==> src/mqttpp_pkg.sv <==
// Shared types, codes and id decode for the MQTT 5 property list parser.
package mqttpp_pkg;

  localparam int unsigned PosW = 29;
  localparam int unsigned LenW = 28;

  localparam logic [2:0] ST_DONE      = 3'd0;
  localparam logic [2:0] ST_EMPTY     = 3'd1;
  localparam logic [2:0] ST_UNKNOWN   = 3'd2;
  localparam logic [2:0] ST_VINT_LONG = 3'd3;
  localparam logic [2:0] ST_OVERRUN   = 3'd4;

  localparam logic [2:0] K_BYTE   = 3'd0;
  localparam logic [2:0] K_TWO    = 3'd1;
  localparam logic [2:0] K_FOUR   = 3'd2;
  localparam logic [2:0] K_STRING = 3'd3;
  localparam logic [2:0] K_BINARY = 3'd4;
  localparam logic [2:0] K_PAIR   = 3'd5;
  localparam logic [2:0] K_VARINT = 3'd6;
  localparam logic [2:0] K_NONE   = 3'd7;

  typedef struct packed {
    logic [2:0]      status;
    logic [7:0]      prop_id;
    logic [2:0]      value_kind;
    logic [31:0]     num_value;
    logic [15:0]     first_len;
    logic [15:0]     second_len;
    logic [PosW-1:0] content_offset;
    logic [PosW-1:0] bytes_used;
    logic            section_end;
  } res_t;

  function automatic logic [2:0] kind_of(input logic [7:0] id);
    logic [2:0] k;
    case (id)
      8'h01, 8'h17, 8'h19, 8'h24, 8'h25, 8'h28, 8'h29, 8'h2A: k = K_BYTE;
      8'h13, 8'h21, 8'h22, 8'h23:                             k = K_TWO;
      8'h02, 8'h11, 8'h18, 8'h27:                             k = K_FOUR;
      8'h03, 8'h08, 8'h12, 8'h15, 8'h1A, 8'h1C, 8'h1F:        k = K_STRING;
      8'h09, 8'h16:                                           k = K_BINARY;
      8'h26:                                                  k = K_PAIR;
      8'h0B:                                                  k = K_VARINT;
      default:                                                k = K_NONE;
    endcase
    return k;
  endfunction

endpackage

==> src/mqttpp_core.sv <==
// Per-byte parse state and descriptor generation for the property list parser.
module mqttpp_core (
  input  logic              clk_i,
  input  logic              rst_ni,
  input  logic              beat_i,
  input  logic [7:0]        data_i,
  input  logic              start_i,
  output logic              res_valid_o,
  output mqttpp_pkg::res_t  res_o
);
  import mqttpp_pkg::*;

  typedef enum logic [3:0] {
    PH_IDLE, PH_SECLEN, PH_ID, PH_FIXED, PH_L1HI, PH_L1LO,
    PH_SKIP1, PH_L2HI, PH_L2LO, PH_SKIP2, PH_VINT
  } phase_e;

  phase_e          phase_q, phase_d;
  logic [LenW-1:0] rem_q, rem_d;
  logic [LenW-1:0] vacc_q, vacc_d;
  logic [2:0]      vcnt_q, vcnt_d;
  logic [7:0]      id_q, id_d;
  logic [2:0]      kind_q, kind_d;
  logic [15:0]     fc_q, fc_d;
  logic [31:0]     val_q, val_d;
  logic [15:0]     l1_q, l1_d;
  logic [15:0]     l2_q, l2_d;
  logic [PosW-1:0] bp_q, bp_d;
  logic [PosW-1:0] cpos_q, cpos_d;

  function automatic logic [LenW-1:0] vgroup(input logic [1:0] cnt, input logic [6:0] b);
    logic [LenW-1:0] g;
    case (cnt)
      2'd0:    g = {21'd0, b};
      2'd1:    g = {14'd0, b, 7'd0};
      2'd2:    g = {7'd0, b, 14'd0};
      2'd3:    g = {b, 21'd0};
      default: g = '0;
    endcase
    return g;
  endfunction

  always_comb begin
    logic       done;
    logic       numeric;
    logic [2:0] kind_n;
    phase_d = phase_q; rem_d = rem_q; vacc_d = vacc_q; vcnt_d = vcnt_q;
    id_d = id_q; kind_d = kind_q; fc_d = fc_q; val_d = val_q;
    l1_d = l1_q; l2_d = l2_q; bp_d = bp_q; cpos_d = cpos_q;
    res_valid_o = 1'b0;
    res_o = '0;
    done = 1'b0;
    numeric = 1'b0;
    kind_n = kind_of(data_i);
    if (beat_i && (start_i || phase_q != PH_IDLE)) begin
      if (start_i) begin
        phase_d = PH_SECLEN; rem_d = '0; vacc_d = '0; vcnt_d = '0;
        id_d = '0; kind_d = '0; fc_d = '0; val_d = '0;
        l1_d = '0; l2_d = '0; bp_d = '0; cpos_d = '0;
      end
      bp_d = bp_d + PosW'(1);
      res_o.bytes_used = bp_d;
      if (phase_d == PH_SECLEN) begin
        if (vcnt_d[2]) begin
          res_valid_o = 1'b1;
          res_o.status = ST_VINT_LONG;
          res_o.section_end = 1'b1;
        end else begin
          vacc_d = vacc_d + vgroup(vcnt_d[1:0], data_i[6:0]);
          vcnt_d = vcnt_d + 3'd1;
          if (!data_i[7]) begin
            rem_d = vacc_d;
            if (vacc_d == '0) begin
              res_valid_o = 1'b1;
              res_o.status = ST_EMPTY;
              res_o.section_end = 1'b1;
            end else begin
              phase_d = PH_ID;
            end
          end
        end
      end else begin
        rem_d = rem_d - LenW'(1);
        case (phase_d)
          PH_ID: begin
            id_d = data_i;
            if (kind_n == K_NONE) begin
              kind_d = K_BYTE;
              res_valid_o = 1'b1;
              res_o.status = ST_UNKNOWN;
              res_o.prop_id = data_i;
              res_o.section_end = 1'b1;
            end else begin
              kind_d = kind_n;
              val_d = '0; l1_d = '0; l2_d = '0; cpos_d = '0;
              if (kind_n == K_BYTE || kind_n == K_TWO || kind_n == K_FOUR) begin
                fc_d = (kind_n == K_BYTE) ? 16'd1 : (kind_n == K_TWO) ? 16'd2 : 16'd4;
                phase_d = PH_FIXED;
              end else if (kind_n == K_VARINT) begin
                vacc_d = '0; vcnt_d = '0;
                phase_d = PH_VINT;
              end else begin
                phase_d = PH_L1HI;
              end
            end
          end
          PH_FIXED: begin
            val_d = {val_d[23:0], data_i};
            fc_d = fc_d - 16'd1;
            done = (fc_d == '0);
          end
          PH_L1HI: begin
            l1_d = {data_i, 8'd0};
            phase_d = PH_L1LO;
          end
          PH_L1LO: begin
            l1_d = {l1_d[15:8], data_i};
            cpos_d = bp_d;
            if (l1_d != '0) begin
              fc_d = l1_d;
              phase_d = PH_SKIP1;
            end else if (kind_d == K_PAIR) begin
              phase_d = PH_L2HI;
            end else begin
              done = 1'b1;
            end
          end
          PH_SKIP1: begin
            fc_d = fc_d - 16'd1;
            if (fc_d == '0) begin
              if (kind_d == K_PAIR) phase_d = PH_L2HI;
              else done = 1'b1;
            end
          end
          PH_L2HI: begin
            l2_d = {data_i, 8'd0};
            phase_d = PH_L2LO;
          end
          PH_L2LO: begin
            l2_d = {l2_d[15:8], data_i};
            if (l2_d != '0) begin
              fc_d = l2_d;
              phase_d = PH_SKIP2;
            end else begin
              done = 1'b1;
            end
          end
          PH_SKIP2: begin
            fc_d = fc_d - 16'd1;
            done = (fc_d == '0);
          end
          PH_VINT: begin
            if (vcnt_d[2]) begin
              res_valid_o = 1'b1;
              res_o.status = ST_VINT_LONG;
              res_o.prop_id = id_d;
              res_o.value_kind = K_VARINT;
              res_o.section_end = 1'b1;
            end else begin
              vacc_d = vacc_d + vgroup(vcnt_d[1:0], data_i[6:0]);
              vcnt_d = vcnt_d + 3'd1;
              if (!data_i[7]) begin
                val_d = {4'd0, vacc_d};
                done = 1'b1;
              end
            end
          end
          default: begin
            phase_d = PH_IDLE;
          end
        endcase
        if (done) begin
          numeric = (kind_d == K_BYTE) || (kind_d == K_TWO) || (kind_d == K_FOUR) ||
                    (kind_d == K_VARINT);
          phase_d = PH_ID;
          res_valid_o = 1'b1;
          res_o.status = ST_DONE;
          res_o.prop_id = id_d;
          res_o.value_kind = kind_d;
          res_o.num_value = numeric ? val_d : 32'd0;
          res_o.first_len = numeric ? 16'd0 : l1_d;
          res_o.second_len = (kind_d == K_PAIR) ? l2_d : 16'd0;
          res_o.content_offset = numeric ? '0 : cpos_d;
          res_o.section_end = (rem_d == '0);
        end else if (!res_valid_o && phase_d != PH_IDLE && rem_d == '0) begin
          res_valid_o = 1'b1;
          res_o.status = ST_OVERRUN;
          res_o.prop_id = id_d;
          res_o.value_kind = kind_d;
          res_o.section_end = 1'b1;
        end
      end
      if (res_valid_o && res_o.section_end) phase_d = PH_IDLE;
    end
  end

  always_ff @(posedge clk_i or negedge rst_ni) begin
    if (!rst_ni) begin
      phase_q <= PH_IDLE; rem_q <= '0; vacc_q <= '0; vcnt_q <= '0;
      id_q <= '0; kind_q <= '0; fc_q <= '0; val_q <= '0;
      l1_q <= '0; l2_q <= '0; bp_q <= '0; cpos_q <= '0;
    end else begin
      phase_q <= phase_d; rem_q <= rem_d; vacc_q <= vacc_d; vcnt_q <= vcnt_d;
      id_q <= id_d; kind_q <= kind_d; fc_q <= fc_d; val_q <= val_d;
      l1_q <= l1_d; l2_q <= l2_d; bp_q <= bp_d; cpos_q <= cpos_d;
    end
  end

endmodule

==> src/mqtt5_property_list_parser_top.sv <==
// MQTT 5 property list parser: top level with stream ports and result register.
// Takes one byte of a property section per cycle and returns one 136-bit
// descriptor per finished property, per empty section or per error. A descriptor
// lands in the output register at the edge that accepts the byte finishing it,
// so it is visible in the next cycle; the byte port stays ready while that
// register is empty or being drained, giving a sustained rate of one byte per
// cycle, limited only by the single output register under backpressure.
// tuser high marks the first byte of a section and restarts the parser.
module mqtt5_property_list_parser_top (
  input  logic         clk_i,
  input  logic         rst_ni,
  input  logic         s_axis_tvalid_i,
  output logic         s_axis_tready_o,
  input  logic [7:0]   s_axis_tdata_i,   // [7:0] data_byte
  input  logic         s_axis_tuser_i,   // [0] section_start
  output logic         m_axis_tvalid_o,
  input  logic         m_axis_tready_i,
  // [2:0] status, [10:3] prop_id, [13:11] value_kind, [45:14] num_value,
  // [61:46] first_len, [77:62] second_len, [106:78] content_offset,
  // [135:107] bytes_used
  output logic [135:0] m_axis_tdata_o,
  output logic         m_axis_tlast_o    // section_end
);
  import mqttpp_pkg::*;

  logic beat;
  logic res_valid;
  res_t res;
  logic m_valid_q;
  res_t m_data_q;

  assign s_axis_tready_o = !m_valid_q || m_axis_tready_i;
  assign beat = s_axis_tvalid_i && s_axis_tready_o;

  mqttpp_core u_core (
    .clk_i       (clk_i),
    .rst_ni      (rst_ni),
    .beat_i      (beat),
    .data_i      (s_axis_tdata_i),
    .start_i     (s_axis_tuser_i),
    .res_valid_o (res_valid),
    .res_o       (res)
  );

  always_ff @(posedge clk_i or negedge rst_ni) begin
    if (!rst_ni) begin
      m_valid_q <= 1'b0;
    end else if (res_valid) begin
      m_valid_q <= 1'b1;
    end else if (m_axis_tready_i) begin
      m_valid_q <= 1'b0;
    end
  end

  always_ff @(posedge clk_i) begin
    if (res_valid) begin
      m_data_q <= res;
    end
  end

  assign m_axis_tvalid_o = m_valid_q;
  assign m_axis_tlast_o  = m_data_q.section_end;
  assign m_axis_tdata_o  = {m_data_q.bytes_used, m_data_q.content_offset,
                            m_data_q.second_len, m_data_q.first_len,
                            m_data_q.num_value, m_data_q.value_kind,
                            m_data_q.prop_id, m_data_q.status};

  a_no_overwrite: assert property (@(posedge clk_i) disable iff (!rst_ni)
    res_valid |-> (!m_valid_q || m_axis_tready_i))
    else $error("result overwrites undelivered beat");

  a_error_ends: assert property (@(posedge clk_i) disable iff (!rst_ni)
    (m_valid_q && m_data_q.status != ST_DONE) |-> m_data_q.section_end)
    else $error("error result does not close section");

  a_error_clean: assert property (@(posedge clk_i) disable iff (!rst_ni)
    (m_valid_q && m_data_q.status != ST_DONE) |->
      (m_data_q.num_value == '0 && m_data_q.first_len == '0 &&
       m_data_q.second_len == '0 && m_data_q.content_offset == '0))
    else $error("error result carries value fields");

endmodule

==> config.mk <==
export PLATFORM = sky130hd
export DESIGN_NAME = mqtt5_property_list_parser_top
export DESIGN_NICKNAME = d
export VERILOG_FILES = /design/src/mqttpp_pkg.sv /design/src/mqttpp_core.sv /design/src/mqtt5_property_list_parser_top.sv
export SDC_FILE = /design/constraint.sdc
export NUM_CORES = 1
export LEC_CHECK = 0
export ABC_AREA = 1
export BUFFER_PORTS_ARGS = -buffer_cell sky130_fd_sc_hd__buf_2
export CORE_MARGIN = 4
export CORE_UTILIZATION = 28
export CTS_CLUSTER_SIZE = 10
export DETAILED_ROUTE_END_ITERATION = 16
export GPL_ROUTABILITY_DRIVEN = 0
export PLACE_DENSITY_LB_ADDON = 0.12
export SLEW_MARGIN = 40
export SYNTH_ARGS = -nofsm -noshare
export SYNTH_HDL_FRONTEND = slang
export SYNTH_HIERARCHICAL = 1
export SYNTH_SLANG_ARGS = --single-unit
==> constraint.sdc <==
create_clock -name clk_i -period 13.6 [get_ports clk_i]
set_clock_uncertainty 0.2 [all_clocks]
set_input_delay 2.72 -clock clk_i [delete_from_list [all_inputs] [get_ports clk_i]]
set_output_delay 2.72 -clock clk_i [all_outputs]
set_load 0.01 [all_outputs]
==> summary.txt, run 1 <==
Post-synth top cells: 863 x nand2_1, 453 x nor2_1, 416 x inv_1
CP arrival: 8.26 ns
WL per Instance: 19.8 um
Fill cell count: 8777
Root Buffer: clkbuf_16
Port bufs: 151
Design Area, Final: 25900 sq um
Ys flop type: dfrtp_1
Tightest Pin Transition: 0.893 ns
Vias: 21.4k
Initial DRT Pass Iterations: 5
TritonCTS Buffers: 45
Count leader, synth: nand2_1
Post-CTS setup buffer count: 0
Hold Fails Final Rpt: 0
Avg Cell Area, Syn: 7.10 sq um
Sum Neg Setup Slack: 0 ns
Net count, final: 3339
Slew margin rel.: 0.404
Data required, critical path: 13.60 ns
Critical Setup Path Class: in2reg
CP most frequent cell: nand2_1
Rows: 104
Max incr delay on CP: 0.65 ns
Crit Reg-Reg Endpoint: m_axis_tdata_o[131]
CTS tree: built
Gates resized, CTS repair: 0
Reg-to-reg slack, setup: 7.69 ns
Static Leakage: 11.7 nW
EDFF count, synth: 137
Detail Route Antenna Nets: 0
Die Height: 293 um
Drt drc: 0
Final setup fails: 0
Setup ws final: 5.35 ns
Main area contributors after synthesis: dfrtp_1 23%, edfxtp_1 18%, nand2_1 14%
Deepest clock path buffer count: 3
Unrepaired setup endpoints after global routing: false
Status: completed
CTS H-tree depth: 2
Min-delay worst type: reg2reg
Reg2reg path depth: 26
Area share of the largest cell type after synthesis: 0.234
Core area: 80500 sq um
CTS Sinks: 350
FF+latch count, synth: 350
Area of the multi-input gates: 11100 sq um
Final core utilization: 0.322
Post-DP HPWL: 62500 um
Placed Area: 24500 sq um
Die area: 85900 sq um
Min Tclk post-route: 8.25 ns
Warnings from Yosys: 6
Async set-reset flop share out of synthesis: 0.609
Layout area overhead: 13.9%
Layout cells sized above 1: 0.0925
DP Worst Slack: 4.84 ns
Die width: 293 um
Vias in the first global route: 20.6k
Post-synth top area cell: dfrtp_1
Grt ovf: 0
Startpoint Class: input port
Starting Density: 0.282
Detailed router's first-iteration violation count: 1669
Power per cell area: 162 nW/um^2
First-pass GRT wire length: 131000 um
All-Layer GR Usage: 0.197
Cells after Synth: 3203
Hold Path End: u_core/val_q[12]
Area taken by flip-flops and latches: 9440 sq um
Tcrit/Tclk final: 0.607
Peak VDD IR: 0.0000870 V
Reg clk slew, reported paths: 0.05 ns
Largest net degree at the start of global routing: 133
Clk_lat worst skew: 0.60 ns
I/O pin count: 152
Unique masters post-synth: 55
Total of max-cap violations: 0
Register area share after synthesis: 0.415
Mapped Area: 22700 sq um
Final wirelength: 86900 um
Hold Crit Start: u_core/val_q[12]
Antenna violations before repair: 2
Max Clock Freq: 121 MHz
Hold buffers post-CTS: 0
Crit-path max FO: 98
Worst path slowest cell: ha_1
Hold Path Depth: 2
R2R Path Start: u_core/vcnt_q[0]
Syn Nets: 3259
Max-slew violation count: 0
Routed vias/inst: 4.88
CP Capture Type: flop
cells by family after synthesis:
family / Yosys count / share of synthesized area
xor gates and xnor gates: 51 / 0.0196
DFF: 350 / 0.415
and+or+nand+nor: 1625 / 0.294
AOI/OAI and AO/OA: 557 / 0.147
adders and majority gates: 43 / 0.0240
buffers and inverters: 577 / 0.0997
how the worst max path moves through the flow:
stage	cells after the start	startpoint	end	slack, ns
2_1_floorplan	33	s_axis_tuser_i	m_axis_tdata_o[0]	0.21
3_3_place_gp	25	s_axis_tuser_i	m_axis_tdata_o[98]	4.86
3_5_place_dp	25	s_axis_tuser_i	m_axis_tdata_o[135]	4.84
4_1_cts	25	s_axis_tuser_i	m_axis_tdata_o[131]	5.45
5_1_grt	26	s_axis_tuser_i	m_axis_tdata_o[131]	4.87
6_report	26	s_axis_tuser_i	m_axis_tdata_o[131]	5.35
worst max-delay path, delay by kind of cell:
family	cells	cell delay, ns
AO/OA/AOI/OAI	1	0.25
adder cells (fa/ha/maj)	3	1.32
buffers and inverters	7	1.51
AND/OR/NAND/NOR	15	2.24
sequential cells by signal, indices dropped and copies added (netlist names):
name / cells
u_core/id_q: 8
u_core/rem_q: 28
u_core/bp_q: 29
u_core/phase_q: 4
u_core/l1_q: 16
m_axis_tlast_o: 1
u_core/val_q: 32
u_core/kind_q: 3
m_axis_tdata_o: 136
u_core/fc_q: 16
u_core/cpos_q: 29
u_core/vacc_q: 28
u_core/l2_q: 16
m_axis_tvalid_o: 1
u_core/vcnt_q: 3
cells in the final DEF, fill, tap and decap left out, drive strengths merged, types with 2 or more instances in the layout:
cell / netlist / routed
inv: 422 / 425
xor2: 39 / 39
ha: 42 / 42
edfxtp: 137 / 137
o2bb2ai: 2 / 2
a211oi: 4 / 4
o21ai: 231 / 231
clkbuf: 83 / 74
dfrtp: 213 / 213
clkinv: 3 / 7
and2: 2 / 2
o31ai: 4 / 4
nand3b: 12 / 12
nor3: 51 / 51
a21oi: 97 / 97
xnor2: 12 / 12
a21boi: 8 / 8
o221ai: 13 / 13
o32ai: 20 / 20
nor2: 481 / 481
o2111ai: 12 / 12
a31o: 4 / 4
a2111oi: 4 / 4
nand4: 38 / 38
a22oi: 19 / 19
o21a: 4 / 4
o22ai: 43 / 43
a221oi: 4 / 4
nand2: 869 / 869
a31oi: 29 / 29
o21bai: 23 / 23
nand3: 158 / 158
nor4: 9 / 9
nor3b: 3 / 3
buf: 69 / 185
or2: 2 / 2
o211ai: 33 / 33
through the flow:
stage / cells / power, mW / hold WS, ns
2_1_floorplan: 3203 / 2.53 / 0.249
3_3_place_gp: 4294 / 3.05 / 0.263
3_5_place_dp: 4295 / 3.05 / 0.266
4_1_cts: 4378 / 4.23 / 0.281
5_1_grt: 4379 / 4.50 / 0.293
6_report: 4380 / 4.19 / 0.280
area by class of cell:
cell class / count / area share
antenna: 1 / 0.0000966
clock buffer: 74 / 0.0496
clock inverter: 9 / 0.00367
inverter: 425 / 0.0620
multi-input combinational: 2276 / 0.427
sequential: 350 / 0.365
tap: 1060 / 0.0512
timing repair buffer: 185 / 0.0417
per-layer routing:
metal / global-route usage / vias to the layer above / share of wire
li1: - / 10600 / -
met1: 0.271 / 10100 / 0.46
met2: 0.337 / 523 / 0.48
met3: 0.0193 / 105 / 0.043
met4: 0.0448 / 2 / 0.022
met5: 0 / - / 0.00015
power breakdown:
part           internal (mW)  switching, mW
combinational          0.458           1.19
clock                  0.665          0.495
sequential              1.29         0.0898
Power figures use the tool's default switching activity.
==> run 2, diff against run 1 <==
==> constraint.sdc (replaced) <==
create_clock -name clk_i -period 7.05 [get_ports clk_i]
set_clock_uncertainty 0.2 [all_clocks]
set_input_delay 1.41 -clock clk_i [delete_from_list [all_inputs] [get_ports clk_i]]
set_output_delay 1.41 -clock clk_i [all_outputs]
set_load 0.01 [all_outputs]
==> summary.txt, run 2 (same netlist as run 1, synthesis figures left out) <==
Status: completed (unchanged)
Layout cells sized above 1: 0.105 (was 0.0925)
Fill cell count: 8781 (was 8777)
Clk_lat worst skew: 0.59 ns (was 0.60 ns)
Unrepaired setup endpoints after global routing: false (unchanged)
Hold Fails Final Rpt: 0 (unchanged)
R2R Path Start: u_core/vcnt_q[0] (unchanged)
Final wirelength: 87500 um (was 86900 um)
Placed Area: 24800 sq um (was 24500 sq um)
Detail Route Antenna Nets: 0 (unchanged)
Port bufs: 151 (unchanged)
Crit Reg-Reg Endpoint: m_axis_tdata_o[31] (was m_axis_tdata_o[131])
Met2 wire len: 41700 um (was 41600 um)
Startpoint Class: input port (unchanged)
Critical Setup Path Class: in2reg (unchanged)
Final setup fails: 0 (unchanged)
Grt ovf: 0 (unchanged)
First-pass GRT wire length: 133000 um (was 131000 um)
Power per cell area: 310 nW/um^2 (was 162 nW/um^2)
Max-slew violation count: 0 (unchanged)
Deepest clock path buffer count: 3 (unchanged)
Core area: 80500 sq um (unchanged)
Reg2reg path depth: 26 (unchanged)
Min Tclk post-route: 5.57 ns
Post-CTS setup buffer count: 0 (unchanged)
Antenna Cells: 0 (was 1)
Min-delay worst type: reg2reg (unchanged)
CTS Sinks: 350 (unchanged)
Die width: 293 um (unchanged)
Die Height: 293 um (unchanged)
Net count, final: 3365 (was 3339)
Metal-1 WL: 39600 um (about the same)
Detailed router's first-iteration violation count: 1378 (was 1669)
Hold Crit Start: u_core/cpos_q[17] (was u_core/val_q[12])
Total of max-cap violations: 0 (unchanged)
Placed insts: 4321 (was 4295)
All-Layer GR Usage: 0.199 (was 0.197)
Routed vias/inst: 4.90 (was 4.88)
Max FFs per register: 136 (unchanged)
Reg-to-reg slack, setup: 2.13 ns (was 7.69 ns)
Post-DP HPWL: 64000 um (was 62500 um)
Hold buffers post-CTS: 0 (unchanged)
Setup ws final: 1.48 ns (was 5.35 ns)
CP arrival: 5.62 ns (was 8.26 ns)
Final Instance Count excl. Fillers: 4405 (was 4380)
I/O pin count: 152 (unchanged)
Design Area, Final: 26200 sq um (was 25900 sq um)
Hold Path End: u_core/cpos_q[17] (was u_core/val_q[12])
CP Capture Type: flop (unchanged)
WL per Instance: 19.9 um (was 19.8 um)
Most common cell after layout, fill and taps aside: nand2_1 (unchanged)
Data required, critical path: 7.10 ns (was 13.60 ns)
Hold Path Depth: 2 (unchanged)
Crit-path max FO: 47 (was 98)
Layout area overhead: 15.3% (was 13.9%)
Starting Density: 0.282 (unchanged)
Gates resized, CTS repair: 0 (unchanged)
CTS H-tree depth: 2 (unchanged)
TritonCTS Buffers: 45 (unchanged)
Highest metal used: met4 (was met5)
Antenna violations before repair: 2 (unchanged)
Die area: 85900 sq um (unchanged)
Max Clock Freq: 180 MHz
Rows: 104 (unchanged)
Slew margin rel.: 0.449 (was 0.404)
Largest net degree at the start of global routing: 119 (was 133)
Vias in the first global route: 21.1k (was 20.6k)
Met3 wire length: 3920 um (was 3710 um)
Peak VDD IR: 0.000172 V (was 0.0000870 V)
Most frequent cells in the layout: 861 x nand2_1, 447 x nor2_1, 412 x inv_1, 220 x o21ai_0, 213 x dfrtp_1 (was 861 x nand2_1, 450 x nor2_1, 414 x inv_1, 220 x o21ai_0, 213 x dfrtp_1)
Sum Neg Setup Slack: 0 ns (unchanged)
Tightest Pin Transition: 0.823 ns (was 0.893 ns)
Initial DRT Pass Iterations: 6 (was 5)
Root Buffer: clkbuf_16 (unchanged)
Tcrit/Tclk final: 0.790
Reg clk slew, reported paths: 0.05 ns (about the same)
DP Worst Slack: 0.983 ns (was 4.84 ns)
Static Leakage: 11.8 nW (was 11.7 nW)
Drt drc: 0 (unchanged)
CTS tree: built (unchanged)
Vias: 21.6k (was 21.4k)
-- run 2: per-layer routing --
| metal | up-vias | global-route usage |
|---|---|---|
| li1 | 10700 | - |
| met5 | - | 0 |
| met1 | 10300 | 0.269 |
| met3 | 104 | 0.0245 |
| met4 | 0 | 0.0526 |
| met2 | 515 | 0.339 |
-- run 2: cell type report --
type / count / area [sq um] / area share
inverter: 425 / 1610 / 0.0612
clock buffer: 78 / 1340 / 0.0511
multi-input combinational: 2276 / 11200 / 0.425
sequential: 350 / 9440 / 0.360
clock inverter: 5 / 42.5 / 0.00162
tap: 1060 / 1330 / 0.0506
timing repair buffer: 211 / 1320 / 0.0502
-- run 2: power by group --
group / total (mW) / switching, mW / internal [mW] / leakage, nW
clock: 2.21 / 0.926 / 1.28 / 0.666
combinational: 3.27 / 2.35 / 0.918 / 7.01
sequential: 2.66 / 0.171 / 2.49 / 4.13
total: 8.14 / 3.45 / 4.69 / 11.8
-- run 2: worst max path at each step --
| stage | start | end | slack (ns) |
|---|---|---|---|
| 4_1_cts | s_axis_tuser_i | m_axis_tdata_o[122] | 1.60 |
| 3_3_place_gp | s_axis_tuser_i | m_axis_tdata_o[122] | 1.00 |
| 3_5_place_dp | s_axis_tuser_i | m_axis_tdata_o[122] | 0.98 |
| 2_1_floorplan | s_axis_tuser_i | m_axis_tdata_o[0] | -0.14 |
| 6_report | s_axis_tuser_i | m_axis_tdata_o[31] | 1.48 |
| 5_1_grt | s_axis_tuser_i | m_axis_tdata_o[122] | 1.22 |
-- run 2: critical path, stage by stage --
cell     delay [ns]
buf_4          0.17
nor2_4         0.15
inv_2          0.07
ha_1           0.20
inv_1          0.21
nor3_1         0.10
ha_1           0.39
nand2_1        0.12
nor2_1         0.28
nand3_1        0.18
nand3_1        0.21
nand2_1        0.10
nand3_1        0.08
nand2_1        0.21
nor2_1         0.15
nand2_1        0.07
nor2_1         0.13
nand4_1        0.32
a21oi_2        0.30
nor2_2         0.07
nor2_4         0.13
buf_12         0.20
buf_12         0.27
-- run 2: through the flow --
step                      total power [mW]  utilization  hold slack, ns
after floorplan                       4.91            -           0.249
after global placement                5.97        0.308           0.262
after detailed placement              5.95        0.308           0.265
after CTS                             8.23        0.325           0.281
after global routing                  8.73        0.326           0.288
final                                 8.14        0.326           0.277
==> run 3, diff against run 2 <==
==> constraint.sdc (replaced) <==
create_clock -name clk_i -period 5.4 [get_ports clk_i]
set_clock_uncertainty 0.2 [all_clocks]
set_input_delay 1.08 -clock clk_i [delete_from_list [all_inputs] [get_ports clk_i]]
set_output_delay 1.08 -clock clk_i [all_outputs]
set_load 0.01 [all_outputs]
==> summary.txt, run 3 (same netlist as run 1, synthesis figures left out) <==
Routed vias/inst: 4.88 (was 4.90)
CTS Sinks: 350 (unchanged)
Slew margin rel.: 0.463 (was 0.449)
WL per Instance: 19.4 um (was 19.9 um)
Die width: 293 um (unchanged)
Antenna violations before repair: 0 (was 2)
Most frequent cells in the layout: 861 x nand2_1, 448 x nor2_1, 412 x inv_1, 220 x o21ai_0, 213 x dfrtp_1 (was 861 x nand2_1, 447 x nor2_1, 412 x inv_1, 220 x o21ai_0, 213 x dfrtp_1)
CP most frequent cell: nor2_1 (was nand2_1)
First-pass GRT wire length: 132000 um (was 133000 um)
Hold Path Depth: 2 (unchanged)
Critical Setup Path Class: in2reg (unchanged)
I/O pin count: 152 (unchanged)
Startpoint Class: input port (unchanged)
Deepest clock path buffer count: 3 (unchanged)
Vias in the first global route: 21.0k (was 21.1k)
Highest metal used: met4 (unchanged)
Post-DP HPWL: 64500 um (was 64000 um)
Antenna Cells: 0 (unchanged)
Final core utilization: 0.332 (was 0.326)
Total of max-cap violations: 0 (unchanged)
Max-slew violation count: 0 (unchanged)
Peak VDD IR: 0.000237 V (was 0.000172 V)
CP Capture Type: flop (unchanged)
Drt drc: 0 (unchanged)
Reg2reg path depth: 23 (was 26)
Layout cells sized above 1: 0.122 (was 0.105)
Net count, final: 3435 (was 3365)
Reg clk slew, reported paths: 0.06 ns (was 0.05 ns)
Min Tclk post-route: 4.99 ns
Post-CTS setup buffer count: 0 (unchanged)
Core area: 80500 sq um (unchanged)
Rows: 104 (unchanged)
Worst path slowest cell: nor3_1 (was ha_1)
Worst path cell trace: buf_4 -> nor2_2 -> inv_1 -> ha_4 -> buf_4 -> nor3_1 -> ha_1 -> nand2_1 -> nor2_1 -> inv_1 -> nor2_1 -> nand3_1 -> nand4_1 -> nand2_1 -> nor2_1 -> nand2_1 -> nor2_1 -> nand4_1 -> a21oi_2 -> nor2_2 -> nor2_4 -> buf_12 -> buf_12 (was buf_4 -> nor2_4 -> inv_2 -> ha_1 -> inv_1 -> nor3_1 -> ha_1 -> nand2_1 -> nor2_1 -> nand3_1 -> nand3_1 -> nand2_1 -> nand3_1 -> nand2_1 -> nor2_1 -> nand2_1 -> nor2_1 -> nand4_1 -> a21oi_2 -> nor2_2 -> nor2_4 -> buf_12 -> buf_12)
Crit-path max FO: 21 (was 47)
Detailed router's first-iteration violation count: 1550 (was 1378)
Final Instance Count excl. Fillers: 4473 (was 4405)
Hold Fails Final Rpt: 0 (unchanged)
Data required, critical path: 5.48 ns (was 7.10 ns)
Unrepaired setup endpoints after global routing: false (unchanged)
Final setup fails: 0 (unchanged)
Met3 wire length: 3500 um (was 3920 um)
Tcrit/Tclk final: 0.925
CP arrival: 5.07 ns (was 5.62 ns)
Vias: 21.8k (was 21.6k)
Hold Path End: u_core/val_q[23] (was u_core/cpos_q[17])
Hold buffers post-CTS: 0 (unchanged)
Die area: 85900 sq um (unchanged)
Most common cell after layout, fill and taps aside: nand2_1 (unchanged)
Largest net degree at the start of global routing: 119 (unchanged)
Root Buffer: clkbuf_16 (unchanged)
DP Worst Slack: -0.0890 ns (was 0.983 ns)
Hold Crit Start: u_core/val_q[23] (was u_core/cpos_q[17])
Grt ovf: 0 (unchanged)
Port bufs: 151 (unchanged)
Placed insts: 4393 (was 4321)
Tightest Pin Transition: 0.806 ns (was 0.823 ns)
CTS H-tree depth: 2 (unchanged)
TritonCTS Buffers: 44 (was 45)
Max FFs per register: 136 (unchanged)
Reg-to-reg slack, setup: 0.71 ns (was 2.13 ns)
Crit Reg-Reg Endpoint: m_axis_tdata_o[33] (was m_axis_tdata_o[31])
Setup ws final: 0.406 ns (was 1.48 ns)
Gates resized, CTS repair: 0 (unchanged)
Power per cell area: 403 nW/um^2 (was 310 nW/um^2)
CTS tree: built (unchanged)
Min-delay worst type: reg2reg (unchanged)
Status: completed (unchanged)
Final Total Pwr: 10.8 mW (was 8.14 mW)
Metal-1 WL: 39800 um (was 39600 um)
Max incr delay on CP: 0.36 ns (was 0.39 ns)
Clk_lat worst skew: 0.60 ns (was 0.59 ns)
Max Clock Freq: 200 MHz
Final wirelength: 87000 um (was 87500 um)
All-Layer GR Usage: 0.197 (was 0.199)
Die Height: 293 um (unchanged)
Initial DRT Pass Iterations: 6 (unchanged)
Static Leakage: 12.1 nW (was 11.8 nW)
Layout area overhead: 17.7% (was 15.3%)
Starting Density: 0.282 (unchanged)
Worst hold margin: 0.279 ns (was 0.277 ns)
Detail Route Antenna Nets: 0 (unchanged)
R2R Path Start: u_core/vcnt_q[0] (unchanged)
Met2 wire len: 41500 um (was 41700 um)
[run 3: cell types whose count changed in the layout (fill, tap and decap cells not counted), sizes merged]
cell | before | now
clkbuf | 78 | 73
clkinv | 7 | 9
inv | 422 | 423
buf | 211 | 282
clkinvlp | 1 | 0
[run 3: worst max path at each step]
stage | startpoint | to | slack, ns | cells past startpoint
final | s_axis_tuser_i | m_axis_tdata_o[33] | 0.41 | 23
after detailed placement | s_axis_tuser_i | m_axis_tdata_o[33] | -0.09 | 23
after CTS | s_axis_tuser_i | m_axis_tdata_o[42] | 0.52 | 23
after global routing | s_axis_tuser_i | m_axis_tdata_o[42] | 0.09 | 23
after global placement | s_axis_tuser_i | m_axis_tdata_o[95] | -0.15 | 23
after floorplan | s_axis_tuser_i | m_axis_tdata_o[0] | -1.46 | 33
[run 3: layer usage]
metal	global-route usage	vias to the layer above
met5	0	-
met4	0.0480	0
met2	0.335	532
met3	0.0199	109
met1	0.271	10400
li1	-	10800
[run 3: cell type report]
class,count,area [sq um]
clock buffers,73,1250
fillers,8749,53800
flip-flops and latches,350,9440
clock inverters,7,90.1
inverters,425,1610
well taps,1060,1330
multi-input cells,2276,11100
repair buffers,282,1900
[run 3: critical path: cells and delay by family]
family          cells  cell delay, ns
compound gates      1            0.25
buf+inv             6            0.92
fa+ha+maj           2            0.50
simple gates       14            2.22
[run 3: power by group]
part / leakage (nW) / internal [mW] / switching [mW] / total [mW]
registers: 4.13 / 3.25 / 0.221 / 3.47
logic: 7.37 / 1.39 / 3.11 / 4.50
clock network: 0.644 / 1.59 / 1.22 / 2.81
total: 12.1 / 6.23 / 4.55 / 10.8
[run 3: per-stage QoR]
stage / setup TNS [ns] / instance area, sq um
CTS: 0 / 26800
finish: 0 / 26800
floorplan: -200.82 / 22900
detailed placement: -7.54 / 25400
global route: 0 / 26800
global placement: -17.05 / 25400
